==> config.mk <==
export PLATFORM = sky130hd
export DESIGN_NAME = bitsliced_ternary_vector_alu_core
export DESIGN_NICKNAME = d
export VERILOG_FILES = /design/src/hdl/btva_pkg.sv /design/src/hdl/btva_front.sv /design/src/hdl/btva_queue.sv /design/src/hdl/btva_back.sv /design/src/hdl/bitsliced_ternary_vector_alu_core.sv
export SDC_FILE = /design/constraint.sdc
export NUM_CORES = 1
export LEC_CHECK = 0
export BUFFER_PORTS_ARGS = -buffer_cell sky130_fd_sc_hd__buf_2
export CORE_ASPECT_RATIO = 1.25
export CORE_MARGIN = 1
export CORE_UTILIZATION = 30
export DETAILED_ROUTE_END_ITERATION = 12
export SYNTH_ARGS = -nofsm -noshare
export SYNTH_HDL_FRONTEND = slang
export SYNTH_SLANG_ARGS = --single-unit
==> constraint.sdc <==
create_clock -name clk -period 13.5 [get_ports clk]
set_clock_uncertainty 0.1 [all_clocks]
set_input_delay 2.7 -clock clk [delete_from_list [all_inputs] [get_ports clk]]
set_output_delay 2.7 -clock clk [all_outputs]
set_load 0.1 [all_outputs]
==> src/hdl/btva_pkg.sv <==
// Shared types, operation codes and mod-3 helpers for the ternary vector ALU.
package btva_pkg;

  // Operation codes carried in the func field.
  localparam logic [1:0] FUNC_ADD = 2'd0;
  localparam logic [1:0] FUNC_SUB = 2'd1;
  localparam logic [1:0] FUNC_MUL = 2'd2;
  localparam logic [1:0] FUNC_DOT = 2'd3;

  // Mod-3 residue codes; a sum of two is reported as minus one.
  localparam logic [1:0] RES_TWO   = 2'd2;
  localparam logic [1:0] DOT_MINUS = 2'b11;

  // Depth of the queue between the front and the back end.
  localparam int unsigned QUEUE_DEPTH = 2;
  localparam int unsigned QUEUE_PTR_W = 1;
  localparam int unsigned QUEUE_CNT_W = 2;

  // Control part of a classified item.
  typedef struct packed {
    logic       is_dot;
    logic       last;
    logic [1:0] residue;
  } btva_ctrl_t;

  // Adds two residues in 0..2 and reduces the result mod 3.
  function automatic logic [1:0] add_mod3(input logic [1:0] a, input logic [1:0] b);
    logic [2:0] s;
    s = {1'b0, a} + {1'b0, b};
    if (s >= 3'd3) begin
      s = s - 3'd3;
    end
    return s[1:0];
  endfunction

endpackage

==> src/hdl/btva_front.sv <==
// Front end: accepts items, applies the trit logic and reduces the product weight mod 3.
module btva_front import btva_pkg::*; #(
  parameter int WORD_BITS = 64
) (
  input  logic                 clk,
  input  logic                 rst,
  input  logic                 push,
  output logic                 full,
  input  logic [1:0]           func,
  input  logic [WORD_BITS-1:0] x_plus_plane,
  input  logic [WORD_BITS-1:0] x_minus_plane,
  input  logic [WORD_BITS-1:0] y_plus_plane,
  input  logic [WORD_BITS-1:0] y_minus_plane,
  input  logic                 last_word,
  output logic                 item_valid,
  input  logic                 item_ready,
  output logic [WORD_BITS-1:0] item_plus,
  output logic [WORD_BITS-1:0] item_minus,
  output btva_ctrl_t           item_ctrl
);

  localparam int LEVELS = $clog2(WORD_BITS);

  logic [WORD_BITS-1:0] yp;
  logic [WORD_BITS-1:0] ym;
  logic [WORD_BITS-1:0] sp;
  logic [WORD_BITS-1:0] sm;
  logic [WORD_BITS-1:0] zp_next;
  logic [WORD_BITS-1:0] zm_next;
  logic [1:0]           leaf [WORD_BITS];
  btva_ctrl_t           ctrl_next;
  logic                 accept;

  // Subtract is an add with the y planes swapped.
  always_comb begin
    yp = (func == FUNC_SUB) ? y_minus_plane : y_plus_plane;
    ym = (func == FUNC_SUB) ? y_plus_plane  : y_minus_plane;
    sp = x_plus_plane  ^ yp;
    sm = x_minus_plane ^ ym;
  end

  // Per-position trit operation.
  always_comb begin
    unique case (func)
      FUNC_ADD, FUNC_SUB: begin
        zp_next = (sp & sm) ^ (x_minus_plane & ym) ^ sp;
        zm_next = (sp & sm) ^ sm ^ (x_plus_plane & yp);
      end
      default: begin
        zp_next = (x_plus_plane & y_plus_plane) ^ (x_minus_plane & y_minus_plane);
        zm_next = (x_plus_plane & y_minus_plane) ^ (x_minus_plane & y_plus_plane);
      end
    endcase
  end

  // Weight of the product mod 3: a plus bit counts one, a minus bit two, summed by a tree.
  always_comb begin
    for (int i = 0; i < WORD_BITS; i++) begin
      leaf[i] = add_mod3({1'b0, zp_next[i]}, {zm_next[i], 1'b0});
    end
    for (int lvl = 0; lvl < LEVELS; lvl++) begin
      for (int i = 0; i + (1 << lvl) < WORD_BITS; i += (2 << lvl)) begin
        leaf[i] = add_mod3(leaf[i], leaf[i + (1 << lvl)]);
      end
    end
    ctrl_next.is_dot  = (func == FUNC_DOT);
    ctrl_next.last    = last_word;
    ctrl_next.residue = leaf[0];
  end

  // Holding register: takes a new item when empty or when its item moves on.
  assign full   = item_valid && !item_ready;
  assign accept = push && !full;

  always_ff @(posedge clk) begin
    if (rst) begin
      item_valid <= 1'b0;
    end else if (accept) begin
      item_valid <= 1'b1;
    end else if (item_ready) begin
      item_valid <= 1'b0;
    end
  end

  always_ff @(posedge clk) begin
    if (accept) begin
      item_plus  <= zp_next;
      item_minus <= zm_next;
      item_ctrl  <= ctrl_next;
    end
  end

endmodule

==> src/hdl/btva_queue.sv <==
// Short register queue that decouples the front end from the back end.
module btva_queue import btva_pkg::*; #(
  parameter int WORD_BITS = 64
) (
  input  logic                 clk,
  input  logic                 rst,
  input  logic                 wr_valid,
  output logic                 wr_ready,
  input  logic [WORD_BITS-1:0] wr_plus,
  input  logic [WORD_BITS-1:0] wr_minus,
  input  btva_ctrl_t           wr_ctrl,
  output logic                 rd_valid,
  input  logic                 rd_take,
  output logic [WORD_BITS-1:0] rd_plus,
  output logic [WORD_BITS-1:0] rd_minus,
  output btva_ctrl_t           rd_ctrl
);

  logic [WORD_BITS-1:0]   plus_q  [QUEUE_DEPTH];
  logic [WORD_BITS-1:0]   minus_q [QUEUE_DEPTH];
  btva_ctrl_t             ctrl_q  [QUEUE_DEPTH];
  logic [QUEUE_PTR_W-1:0] wr_ptr;
  logic [QUEUE_PTR_W-1:0] rd_ptr;
  logic [QUEUE_CNT_W-1:0] count;
  logic                   do_wr;
  logic                   do_rd;

  assign wr_ready = (count != QUEUE_CNT_W'(QUEUE_DEPTH));
  assign rd_valid = (count != '0);
  assign do_wr    = wr_valid && wr_ready;
  assign do_rd    = rd_take && rd_valid;

  assign rd_plus  = plus_q[rd_ptr];
  assign rd_minus = minus_q[rd_ptr];
  assign rd_ctrl  = ctrl_q[rd_ptr];

  // Pointers and fill count.
  always_ff @(posedge clk) begin
    if (rst) begin
      wr_ptr <= '0;
      rd_ptr <= '0;
      count  <= '0;
    end else begin
      if (do_wr) begin
        wr_ptr <= wr_ptr + 1'b1;
      end
      if (do_rd) begin
        rd_ptr <= rd_ptr + 1'b1;
      end
      if (do_wr && !do_rd) begin
        count <= count + 1'b1;
      end else if (do_rd && !do_wr) begin
        count <= count - 1'b1;
      end
    end
  end

  // Entry storage.
  always_ff @(posedge clk) begin
    if (do_wr) begin
      plus_q[wr_ptr]  <= wr_plus;
      minus_q[wr_ptr] <= wr_minus;
      ctrl_q[wr_ptr]  <= wr_ctrl;
    end
  end

endmodule

==> src/hdl/btva_back.sv <==
// Back end: keeps the running dot sum and holds the result item for the consumer.
module btva_back import btva_pkg::*; #(
  parameter int WORD_BITS = 64
) (
  input  logic                 clk,
  input  logic                 rst,
  input  logic                 in_valid,
  output logic                 in_take,
  input  logic [WORD_BITS-1:0] in_plus,
  input  logic [WORD_BITS-1:0] in_minus,
  input  btva_ctrl_t           in_ctrl,
  output logic                 empty,
  input  logic                 pop,
  output logic [WORD_BITS-1:0] z_plus_plane,
  output logic [WORD_BITS-1:0] z_minus_plane,
  output logic [1:0]           dot_value,
  output logic                 dot_valid
);

  logic       out_valid;
  logic [1:0] acc;
  logic [1:0] acc_sum;
  logic       finish;

  // The output register refills whenever it is free or being drained.
  assign empty   = !out_valid;
  assign in_take = in_valid && (!out_valid || pop);
  assign acc_sum = add_mod3(acc, in_ctrl.residue);
  assign finish  = in_ctrl.is_dot && in_ctrl.last;

  always_ff @(posedge clk) begin
    if (rst) begin
      out_valid <= 1'b0;
      acc       <= '0;
    end else begin
      if (in_take) begin
        out_valid <= 1'b1;
      end else if (pop) begin
        out_valid <= 1'b0;
      end
      // Running sum only moves on dot steps; the last word clears it.
      if (in_take && in_ctrl.is_dot) begin
        acc <= finish ? 2'd0 : acc_sum;
      end
    end
  end

  // Result payload.
  always_ff @(posedge clk) begin
    if (in_take) begin
      z_plus_plane  <= in_plus;
      z_minus_plane <= in_minus;
      dot_valid     <= finish;
      if (!finish) begin
        dot_value <= 2'd0;
      end else if (acc_sum == RES_TWO) begin
        dot_value <= DOT_MINUS;
      end else begin
        dot_value <= acc_sum;
      end
    end
  end

endmodule

==> src/hdl/bitsliced_ternary_vector_alu_core.sv <==
// Top level of the bitsliced GF(3) vector ALU.
// Each item carries one word of two GF(3) vectors as plus and minus bit planes and returns
// one result item: the add, subtract or componentwise multiply planes, and in dot mode
// (func 3) the running dot product, reported as -1, 0 or 1 with dot_valid on the item
// marked last_word, after which the sum restarts at zero. The block takes one item per
// clock while full is low; the front end does all trit logic and the mod-3 weight tree,
// and the only item-to-item dependency is the two-bit mod-3 accumulator update in the
// back end. A result passes the front holding register, a queue entry and the back output
// register; a two-entry queue between the front and back lets either side stall on its own.
module bitsliced_ternary_vector_alu_core import btva_pkg::*; #(
  parameter int WORD_BITS = 64
) (
  input  logic                 clk,
  input  logic                 rst,
  input  logic                 push,
  output logic                 full,
  input  logic [1:0]           func,
  input  logic [WORD_BITS-1:0] x_plus_plane,
  input  logic [WORD_BITS-1:0] x_minus_plane,
  input  logic [WORD_BITS-1:0] y_plus_plane,
  input  logic [WORD_BITS-1:0] y_minus_plane,
  input  logic                 last_word,
  output logic                 empty,
  input  logic                 pop,
  output logic [WORD_BITS-1:0] z_plus_plane,
  output logic [WORD_BITS-1:0] z_minus_plane,
  output logic signed [1:0]    dot_value,
  output logic                 dot_valid
);

  logic                 f_valid;
  logic                 f_ready;
  logic [WORD_BITS-1:0] f_plus;
  logic [WORD_BITS-1:0] f_minus;
  btva_ctrl_t           f_ctrl;
  logic                 q_valid;
  logic                 q_take;
  logic [WORD_BITS-1:0] q_plus;
  logic [WORD_BITS-1:0] q_minus;
  btva_ctrl_t           q_ctrl;
  logic [1:0]           dot_bits;

  // Front end: accept and compute.
  btva_front #(.WORD_BITS(WORD_BITS)) u_front (
    .clk           (clk),
    .rst           (rst),
    .push          (push),
    .full          (full),
    .func          (func),
    .x_plus_plane  (x_plus_plane),
    .x_minus_plane (x_minus_plane),
    .y_plus_plane  (y_plus_plane),
    .y_minus_plane (y_minus_plane),
    .last_word     (last_word),
    .item_valid    (f_valid),
    .item_ready    (f_ready),
    .item_plus     (f_plus),
    .item_minus    (f_minus),
    .item_ctrl     (f_ctrl)
  );

  // Decoupling queue.
  btva_queue #(.WORD_BITS(WORD_BITS)) u_queue (
    .clk      (clk),
    .rst      (rst),
    .wr_valid (f_valid),
    .wr_ready (f_ready),
    .wr_plus  (f_plus),
    .wr_minus (f_minus),
    .wr_ctrl  (f_ctrl),
    .rd_valid (q_valid),
    .rd_take  (q_take),
    .rd_plus  (q_plus),
    .rd_minus (q_minus),
    .rd_ctrl  (q_ctrl)
  );

  // Back end: accumulate and present results.
  btva_back #(.WORD_BITS(WORD_BITS)) u_back (
    .clk           (clk),
    .rst           (rst),
    .in_valid      (q_valid),
    .in_take       (q_take),
    .in_plus       (q_plus),
    .in_minus      (q_minus),
    .in_ctrl       (q_ctrl),
    .empty         (empty),
    .pop           (pop),
    .z_plus_plane  (z_plus_plane),
    .z_minus_plane (z_minus_plane),
    .dot_value     (dot_bits),
    .dot_valid     (dot_valid)
  );

  assign dot_value = $signed(dot_bits);

endmodule

Word-level counts from Yosys, hierarchy flattened

Memory sizes are Yosys's and may differ from the RTL's. A register that Yosys moved wholly into a read port is not among the register bits.
Index checks and enable logic that the tools add are counted.

Reductions and logical operators: 21
$mul: 0
Shift-type cells: 0
Mux-type cells: 144
$lt $le $gt $ge: 128
$add $sub $neg: 260
Divide/modulo/power cells: 0
Bitwise gates (word level): 15
Equal/unequal tests: 4

Operators by type and width:

| kind                | count |
|---|---|
| $xor 64x64->64      | 8 |
| $and 64x64->64      | 7 |
| $ge 3x2->1 const B  | 128 |
| $mux 2              | 132 |
| $mux 64             | 4 |
| $sub 2x2->2 const B | 128 |
| $add 1x2->3         | 64 |
| $add 2x2->3         | 64 |
| $logic_and 1x1->1   | 9 |
| $mux 1              | 8 |
| $reduce_bool 2->1   | 4 |
| $logic_not 1->1     | 5 |
| $eq 2x2->1 const B  | 2 |
| $add 1x1->1 const B | 2 |
| $add 2x1->2 const B | 1 |
| $eq 2x1->1 const B  | 1 |
| $logic_not 2->1     | 1 |
| $ne 2x2->1 const B  | 1 |
| $reduce_or 2->1     | 1 |
| $sub 2x1->2 const B | 1 |
| $logic_or 1x1->1    | 1 |

Output and inout port bits: 133
Bits in latches: 0
Memory bits (read-only): 0
Memory bits (writable): 264
Input port bits: 263
Bits in registers: 143
Logic and storage cells: 588
Memories kept: 3

Memory list:

| name            | words | bits a word | read ports | clocked after memory_dff | write ports | RTL line         | text |
|---|---|---|---|---|---|---|---|
| u_queue.minus_q | 2     | 64          | 1          | 1                        | 1           | btva_queue.sv:20 | `logic [WORD_BITS-1:0] minus_q [QUEUE_DEPTH];` |
| u_queue.plus_q  | 2     | 64          | 1          | 1                        | 1           | btva_queue.sv:19 | `logic [WORD_BITS-1:0] plus_q [QUEUE_DEPTH];` |
| u_queue.ctrl_q  | 2     | 4           | 1          | 1                        | 1           | btva_queue.sv:21 | `btva_ctrl_t ctrl_q [QUEUE_DEPTH];` |

Depth between registers and ports, before layout

Gate-level depths: netlist of run 1.

Depth after elaboration: 28
Mapped depth: 47
Depth with buffers taken out: 43

Cells and area by module

Synthesis of run 1 repeated with hierarchy kept, for this count alone.

Cell total of the unflattened synthesis: 3,503
Area, all modules: 36,909.1 um2

By module, submodules not included:

| module     | area each (um2) | seq. area each (um2) | instances | cells each |
|---|---|---|---|---|
| btva_front | 22,656.7        | 3,983.8              | 1         | 2,908 |
| btva_queue | 10,078.4        | 8,027.7              | 1         | 435 |
| btva_back  | 4,174.0         | 3,993.8              | 1         | 160 |

Worst setup path after synthesis of run 1

Ideal clock, no wire load.

Path kind: in2reg
Start point: in func[1]
End point: reg u_front.item_ctrl[1] (netlist name) (data pin)
Arrival: 12.057 ns
Slack: 1.089 ns
Cell stages on the path: 44
Required time: 13.146 ns
Library setup time: 0.254 ns
Cell sequence: buf_4 > buf_6 > inv_2 > nand2_1 > buf_2 > buf_2 > nand2_1 > nand2_1 > ha_1 > nand2b_1 > mux2_2 > o221ai_1 > a21boi_0 > ha_1 > fa_1 > ha_1 > or3_1 > a21oi_1 > [... 8 more ...] > or3_1 > a21oi_1 > ha_1 > fa_1 > ha_1 > nor2_1 > nand3b_1 > o21ai_0 > ha_1 > fa_1 > ha_1 > or3_1 > a21oi_1 > ha_1 > fa_1 > ha_1 > or3_1 > o21a_1

RTL lines:

| element              | RTL line                                | text |
|---|---|---|
| from (decl)          | bitsliced_ternary_vector_alu_core.sv:17 | `input logic [1:0] func,` |
| to (signal assigned) | btva_front.sv:89                        | `item_ctrl <= ctrl_next;` |
| to (decl)            | btva_front.sv:19                        | `output btva_ctrl_t item_ctrl` |

==> results.toml, run 1 <==
[status]
status = "finished, final reports clean"

[yosys]
yosys_warnings = 0
synth_adder_area_share = 0.123
synth-simple-area-share = 0.190
synth_area_sq_mm = 0.0364
yosysSeqAreaShare = 0.439
synthTopCellsByCount = "nand2_1 (807), edfxtp_1 (527), ha_1 (257)"
yosysTopAreaCell = "edfxtp_1"
syn-num-nets = 4090
muxShareOfSynthArea = 0.0586
synth.most_common_cell = "nand2_1"
synth.area.top_cells = "edfxtp_1 (43%), ha_1 (8.8%), nand2_1 (8.3%)"
synth-async-reset-ratio = 0
synth.avg_cell_area_sq_um = 10.4
synthesis.instances = 3506
netlist.area_leader.share = 0.434
synthXorXnorAreaFrac = 0.0779
synth_edf_count = 527
synth-compound-area-share = 0.0948
synthFlopType = "edfxtp_1"
synth_top_family_by_area = "simple AND/OR/NAND/NOR gates"
ys_types = 45
synth.ff_latch_count = 536

[clocking]
cts.path.max_buffers = 3
root_buffer = "clkbuf_16"
clkLatencyLatePin_ns = 0.64
cts_resized = 0
clock_sinks = 536
hold_buffers = 0
path_clk_slew_ns = 0.06
cts-htree-levels = 2
cts_tree = "built"
cts_made_buffers = 56
cts_setup_buffers = 0

[timing]
fin_setup_tns_ns = 0
drv_slew = 0
timing.final.crit_share = 0.930
worstMarginPinSlew_ns = 1.10
setup_violations = 0
period_minus_slack_ns = 12.56
max_freq_ghz = 0.0796
slew_headroom = 0.263
hold_violations = 0
rsz0062_at_grt = "no"

[floorplanning]
ios = 396
die_h_um = 392
die_x_um = 314
fp-row-count = 142
core-area_sq_mm = 0.120
dieArea_sq_mm = 0.123
start_util = 0.303

[layout]
drive_gt1_frac = 0.170
n_fill_cell = 12000
area_growth_pct = 15.6
final_nets = 4472

[placed_design]
io_buffer_count = 395
routabilityCongestion = 0.826
place_hpwl_um = 73500

[detailed_routing]
vias = 26700
firstDrtPassIters = 6
vias_per_cell = 4.83
drc = 0
drtIter0Drc = 1594
wirelength_um = 98000
drt-wirelength-per-cell_um = 17.7
postRouteAntennaNets = 0

[worst_setup_path]
worst_setup_path_start_kind = "input pin"
crit_slowest_cell = "fa_1"
crit_type = "in2reg"
crit_top_cell = "ha_1"
arrival_ns = 12.83
cp-end-kind = "flop"
slowest_delay_ns = 0.54
crit_fanout = 72
required_ns = 13.77

[job]
cap_violations = 0

[worst_hold_path]
hold_path_class = "reg2reg"

[global_routing]
grt_usage = 0.155
antenna_found_initial = 37
grt_max_degree = 109
grt_overflow = 0
grt_pass1_vias = 25400
grt_pass1_wl_um = 146000
sequential cells by signal (all words and copies together), names as in the netlist, named ones only:
| register | count |
|---|---|
| u_front.item_ctrl | 4 |
| u_queue.ctrl_q | 8 |
| u_front.item_plus | 64 |
| u_back.acc | 2 |
| u_front.item_minus | 64 |
| u_back.out_valid | 1 |
| u_front.item_valid | 1 |
| u_queue.rd_ptr | 1 |
| u_back.dot_value | 2 |
| u_queue.wr_ptr | 1 |
| u_back.z_minus_plane | 64 |
| u_back.z_plus_plane | 64 |
| u_queue.count | 2 |
| u_queue.plus_q | 128 |
| u_queue.minus_q | 128 |
| u_back.dot_valid | 1 |
layout make-up:
type | instances | area, sq um | share of cell area
Sequential cell | 536 | 16000 | 0.380
Antenna cell | 18 | 45.0 | 0.00107
Clock inverter | 42 | 465 | 0.0110
Tap cell | 1584 | 1980 | 0.0470
Multi-Input combinational cell | 2858 | 19900 | 0.472
Timing Repair Buffer | 426 | 2280 | 0.0542
Inverter | 10 | 42.5 | 0.00101
Clock buffer | 62 | 1420 | 0.0338
metal layers:
metal / vias up / global-route usage / part of all wire
met4: 38 / 0.0448 / 0.027
met5: - / 0 / 0.0024
met3: 168 / 0.0375 / 0.061
li1: 13500 / - / -
met1: 12500 / 0.192 / 0.43
met2: 525 / 0.267 / 0.48
stage by stage:
stage | setup slack [ns] | hold WS [ns] | util | cells | instance area [sq um]
finish | 0.940 | 0.342 | 0.351 | 5536 | 42100
detailed placement | 0.204 | 0.330 | 0.335 | 5414 | 40200
global placement | 0.409 | 0.322 | 0.335 | 5414 | 40200
global route | 0.172 | 0.350 | 0.350 | 5523 | 42100
CTS | 0.895 | 0.342 | 0.350 | 5518 | 42100
floorplan | 1.09 | 0.321 | - | 3506 | 36400
worst max-delay path, delay by kind of cell:
kind | cells | cell delay (ns)
adder cells (fa/ha/maj) | 19 | 5.54
AND/OR/NAND/NOR | 13 | 2.26
AO/OA/AOI/OAI | 8 | 1.68
buffers and inverters | 2 | 0.53
placed cells by master, fill, tap and decap left out, drive strengths merged, types with 9 or more instances in the layout:
cell and count:
a2111oi 31, a211oi 18, a21boi 16, a21o 48, a21oi 133, and3 27, buf 426, clkbuf 62
clkinv 24, dfxtp 9, diode 18, edfxtp 527, fa 64, ha 257, inv 15, mux2 146
mux2i 49, nand2 807, nand2b 162, nand3b 44, nor2 135, nor2b 75, nor3 145, nor3b 48
nor4b 16, o21a 21, o21ai 159, o221ai 16, o22ai 31, o32a 42, o41a 15, or3 22
xnor2 111, xor2 213
kinds of logic (layout without fill, tap and decap cells):
| logic type | after synthesis | after routing |
|---|---|---|
| other cells | 0 | 18 |
| xor+xnor | 324 | 324 |
| mux | 195 | 195 |
| flops | 536 | 536 |
| buf+inv | 112 | 540 |
| fa+ha+maj | 321 | 321 |
| simple gates | 1485 | 1485 |
| compound gates | 533 | 533 |
final timing paths:
| path | to | start | slack (ns) | depth (start not counted) |
|---|---|---|---|---|
| worst max register to register | u_back.z_minus_plane[59] | u_back.out_valid | 10.53 | 4 |
| worst min-delay path | u_queue.plus_q[0][50] | u_front.item_plus[50] | 0.34 | 0 |
| worst min register to register | u_queue.plus_q[0][50] | u_front.item_plus[50] | 0.34 | 0 |
| worst max-delay path | u_front.item_ctrl[1] | func[0] | 0.94 | 42 |
Power of run 1 is not shown: default switching activity piles up to over one toggle a cycle in this logic, so the estimate is an artifact.
==> run 2, diff against run 1 <==
--- a/config.mk
+++ b/config.mk
@@ -9,7 +9,10 @@
 export CORE_ASPECT_RATIO = 1.25
 export CORE_MARGIN = 1
 export CORE_UTILIZATION = 30
+export CTS_CLUSTER_SIZE = 12
 export DETAILED_ROUTE_END_ITERATION = 12
+export RECOVER_POWER = 50
+export SKIP_LAST_GASP = 1
 export SYNTH_ARGS = -nofsm -noshare
 export SYNTH_HDL_FRONTEND = slang
 export SYNTH_SLANG_ARGS = --single-unit
==> results.toml, run 2 (synthesis results as in run 1) <==
[clocking]
cts-htree-levels = 2
cts_resized = 0
clkLatencyLatePin_ns = 0.64
cts_setup_buffers = 0
clock_sinks = 536
cts_made_buffers = 57
hold_buffers = 0
cts_tree = "built"
path_clk_slew_ns = 0.07
cts.path.max_buffers = 3
root_buffer = "clkbuf_16"

[status]
status = "finished, violations left"
failed_checks = "max-capacitance violations, max-slew violations"

[placed_design]
io_buffer_count = 395
routabilityCongestion = 0.826
placed_cell_area_sq_mm = 0.0402
place_hpwl_um = 73500
dp.cells = 5414

[worst_hold_path]
hold_path_class = "reg2reg"

[layout]
drive_gt1_frac = 0.157
area_growth_pct = 15.2
top_regs = "u_queue.minus_q: 128 flops, u_queue.plus_q: 128 flops"
instances_no_fill = 5521
final_common_cell = "nand2_1"
n_fill_cell = 12000
finalInstanceArea_sq_mm = 0.0420
final_nets = 4473
layout_common_cells = "nand2_1 (806), edfxtp_1 (527), buf_2 (393)"

[floorplanning]
dieArea_sq_mm = 0.123
core-area_sq_mm = 0.120
die_x_um = 314
ios = 396
fp-row-count = 142
start_util = 0.303
die_h_um = 392

[detailed_routing]
drt-wirelength-per-cell_um = 17.7
vias_per_cell = 4.83
vias = 26700
wirelength_um = 97900
drtIter0Drc = 1680
firstDrtPassIters = 5
postRouteAntennaNets = 0
drc = 0

[timing]
fin_setup_tns_ns = 0
timing.final.crit_share = 0.929
hold_violations = 0
setup_violations = 0
worstMarginPinSlew_ns = 3.46
slew_headroom = -1.31
hold_ws_ns = 0.332
rsz0062_at_grt = "no"
drv_slew = 362
period_minus_slack_ns = 12.54
max_freq_ghz = 0.0797

[worst_setup_path]
crit_type = "in2reg"
required_ns = 13.78
arrival_ns = 12.82
crit_fanout = 72
worst_setup_path_start_kind = "input pin"
crit_slowest_cell = "a2111oi_0"
crit_top_cell = "ha_1"
slowest_delay_ns = 0.53
cp-end-kind = "flop"

[global_routing]
grt_pass1_vias = 25400
antenna_found_initial = 36
grt_overflow = 0
grt_pass1_wl_um = 146000
grt_usage = 0.155
grt_max_degree = 109

[job]
cap_violations = 8
==> run 2: final timing paths <==
kind                                from                      to  slack, ns  cells after the start
setup / recovery                 func[0]    u_front.item_ctrl[1]       0.96                     42
hold / removal    u_front.item_minus[40]  u_queue.minus_q[1][40]       0.33                      0
setup reg to reg        u_queue.count[0]   u_queue.plus_q[1][30]       8.13                      3
hold reg to reg   u_front.item_minus[40]  u_queue.minus_q[1][40]       0.33                      0
==> run 2: worst max-delay path: cells and delay by family <==
kind            cells  cell delay (ns)
simple gates       13             2.27
fa+ha+maj          19             5.52
compound gates      8             1.67
buf+inv             2             0.53
==> run 2: per-layer routing <==
metal / wire [um] / vias up / share of wire / GRT usage
met1: 42500 / 12500 / 0.43 / 0.192
met5: 256 / - / 0.0026 / 0
met2: 46600 / 526 / 0.48 / 0.266
met3: 6030 / 164 / 0.062 / 0.0372
li1: - / 13400 / - / -
met4: 2550 / 42 / 0.026 / 0.0453
==> run 2: cell type report <==
type / instances / area [sq um] / share of cell area
inverters: 10 / 42.5 / 0.00101
clock buffers: 71 / 1490 / 0.0355
repair buffers: 426 / 2260 / 0.0538
clock inverters: 24 / 303 / 0.00721
multi-input cells: 2858 / 19900 / 0.473
well taps: 1584 / 1980 / 0.0472
diodes: 12 / 30.0 / 0.000715
flip-flops and latches: 536 / 16000 / 0.381
==> run 2: per-stage QoR <==
| stage | worst slack [ns] | utilization |
|---|---|---|
| after floorplan | 1.09 | - |
| after global placement | 0.409 | 0.335 |
| after detailed placement | 0.204 | 0.335 |
| after CTS | 0.901 | 0.350 |
| after global routing | 0.175 | 0.349 |
| final | 0.955 | 0.349 |
Power of run 2 is left out for the same reason.
==> run 3, diff against run 2 <==
--- a/config.mk
+++ b/config.mk
@@ -9,6 +9,7 @@
 export CORE_ASPECT_RATIO = 1.25
 export CORE_MARGIN = 1
 export CORE_UTILIZATION = 30
+export CTS_BUF_LIST = sky130_fd_sc_hd__clkbuf_8
 export CTS_CLUSTER_SIZE = 12
 export DETAILED_ROUTE_END_ITERATION = 12
 export RECOVER_POWER = 50
==> results.toml, run 3 (synthesis results as in run 1) <==
[global_routing]
grt_overflow = 0
antenna_found_initial = 37
grt_max_degree = 109
grt_pass1_vias = 25700
grt_usage = 0.157
grt_pass1_wl_um = 146000

[worst_setup_path]
crit_fanout = 72
slowest_delay_ns = 0.54
crit_type = "in2reg"
arrival_ns = 12.84
crit_path_start = "func[0]"
worst_setup_path_start_kind = "input pin"
crit_top_cell = "ha_1"
critPathCapture = "u_front.item_ctrl[1]"
required_ns = 13.90
crit_slowest_cell = "fa_1"
r2r_start = "u_queue.count[0]"
rr_worst_depth = 3
r2r-end = "u_queue.minus_q[1][30]"
r2r_slack_ns = 8.13
cp-end-kind = "flop"

[detailed_routing]
vias = 26900
postRouteAntennaNets = 0
firstDrtPassIters = 5
drc = 0
wirelength_um = 98100
vias_per_cell = 4.81
drt-wirelength-per-cell_um = 17.6
drtIter0Drc = 1569

[layout]
area_growth_pct = 15.4
multi_input_area_sq_mm = 0.0199
final_nets = 4504
final_common_cell = "nand2_1"
drive_gt1_frac = 0.167
layout_common_cells = "nand2_1 (806), edfxtp_1 (527), buf_2 (393)"
ff_latch_area_sq_mm = 0.0160
top_regs = "u_queue.minus_q: 128 flops, u_queue.plus_q: 128 flops"
n_fill_cell = 12100
final_core_util = 0.350

[timing]
slew_headroom = -1.31
rsz0062_at_grt = "no"
period_minus_slack_ns = 12.44
worstMarginPinSlew_ns = 3.46
setup_violations = 0
drv_slew = 362
fin_setup_tns_ns = 0
hold_violations = 0
max_freq_ghz = 0.0804
timing.final.crit_share = 0.921

[clocking]
clkLatencyLatePin_ns = 0.76
root_buffer = "clkbuf_8"
hold_buffers = 0
cts.path.max_buffers = 3
cts-htree-levels = 3
cts_made_buffers = 88
cts_setup_buffers = 0
cts_tree = "built"
path_clk_slew_ns = 0.06
cts_resized = 0
clock_sinks = 536

[floorplanning]
die_h_um = 392
start_util = 0.303
dieArea_sq_mm = 0.123
ios = 396
core-area_sq_mm = 0.120
fp-row-count = 142
die_x_um = 314

[status]
status = "finished, violations left"
failed_checks = "max-capacitance violations, max-slew violations"

[placed_design]
place_hpwl_um = 73500
routabilityCongestion = 0.826
io_buffer_count = 395

[worst_hold_path]
hold_path_class = "reg2reg"

[job]
cap_violations = 8
-- run 3: cell count changes in the layout (fill, tap and decap cells not counted), moves of 4 or more --
cell | previous run | this run
bufinv_16 | 6 | 10
clkinv_2 | 5 | 11
clkinvlp_4 | 1 | 5
clkbuf_1 | 20 | 7
inv_1 | 9 | 29
clkbuf_8 | 1 | 91
diode_2 | 12 | 17
clkinv_1 | 6 | 11
clkbuf_16 | 57 | 0
-- run 3: area by class of cell --
cell class                      count  share of cell area
Tap cell                         1584              0.0471
Sequential cell                   536               0.381
Multi-Input combinational cell   2858               0.472
Timing Repair Buffer              426              0.0537
Clock inverter                     66              0.0145
Antenna cell                       17             0.00101
Inverter                           10             0.00101
Clock buffer                       91              0.0298
-- run 3: worst min-delay path by stage --
| stage | from | endpoint | slack, ns | cells after the start |
|---|---|---|---|---|
| after CTS | u_front.item_plus[50] | u_queue.plus_q[0][50] | 0.32 | 0 |
| final | u_front.item_plus[50] | u_queue.plus_q[0][50] | 0.32 | 0 |
| after global routing | u_front.item_plus[50] | u_queue.plus_q[0][50] | 0.33 | 0 |
| after detailed placement | u_front.item_minus[59] | u_queue.minus_q[1][59] | 0.33 | 0 |
| after global placement | u_front.item_minus[40] | u_queue.minus_q[0][40] | 0.32 | 0 |
| after floorplan | u_front.item_ctrl[0] | u_queue.ctrl_q[0][0] | 0.32 | 0 |
-- run 3: worst max-delay path, delay by kind of cell --
kind / cells / cell delay, ns
compound gates: 8 / 1.69
buf+inv: 2 / 0.54
fa+ha+maj: 19 / 5.54
simple gates: 13 / 2.27
-- run 3: layer usage --
metal,global-route usage,vias up,wire length (um)
met1,0.191,12500,42300
met4,0.0575,32,2700
met2,0.267,577,46700
li1,-,13500,-
met5,0,-,208
met3,0.0374,171,6250
-- run 3: stage by stage --
stage	worst slack [ns]	area, sq um	hold WS [ns]	cells
after global routing	0.315	42000	0.331	5577
after detailed placement	0.204	40200	0.330	5414
final	1.06	42100	0.322	5588
after floorplan	1.09	36400	0.321	3506
after global placement	0.409	40200	0.322	5414
after CTS	1.07	42100	0.321	5571
Power of run 3 is left out for the same reason.
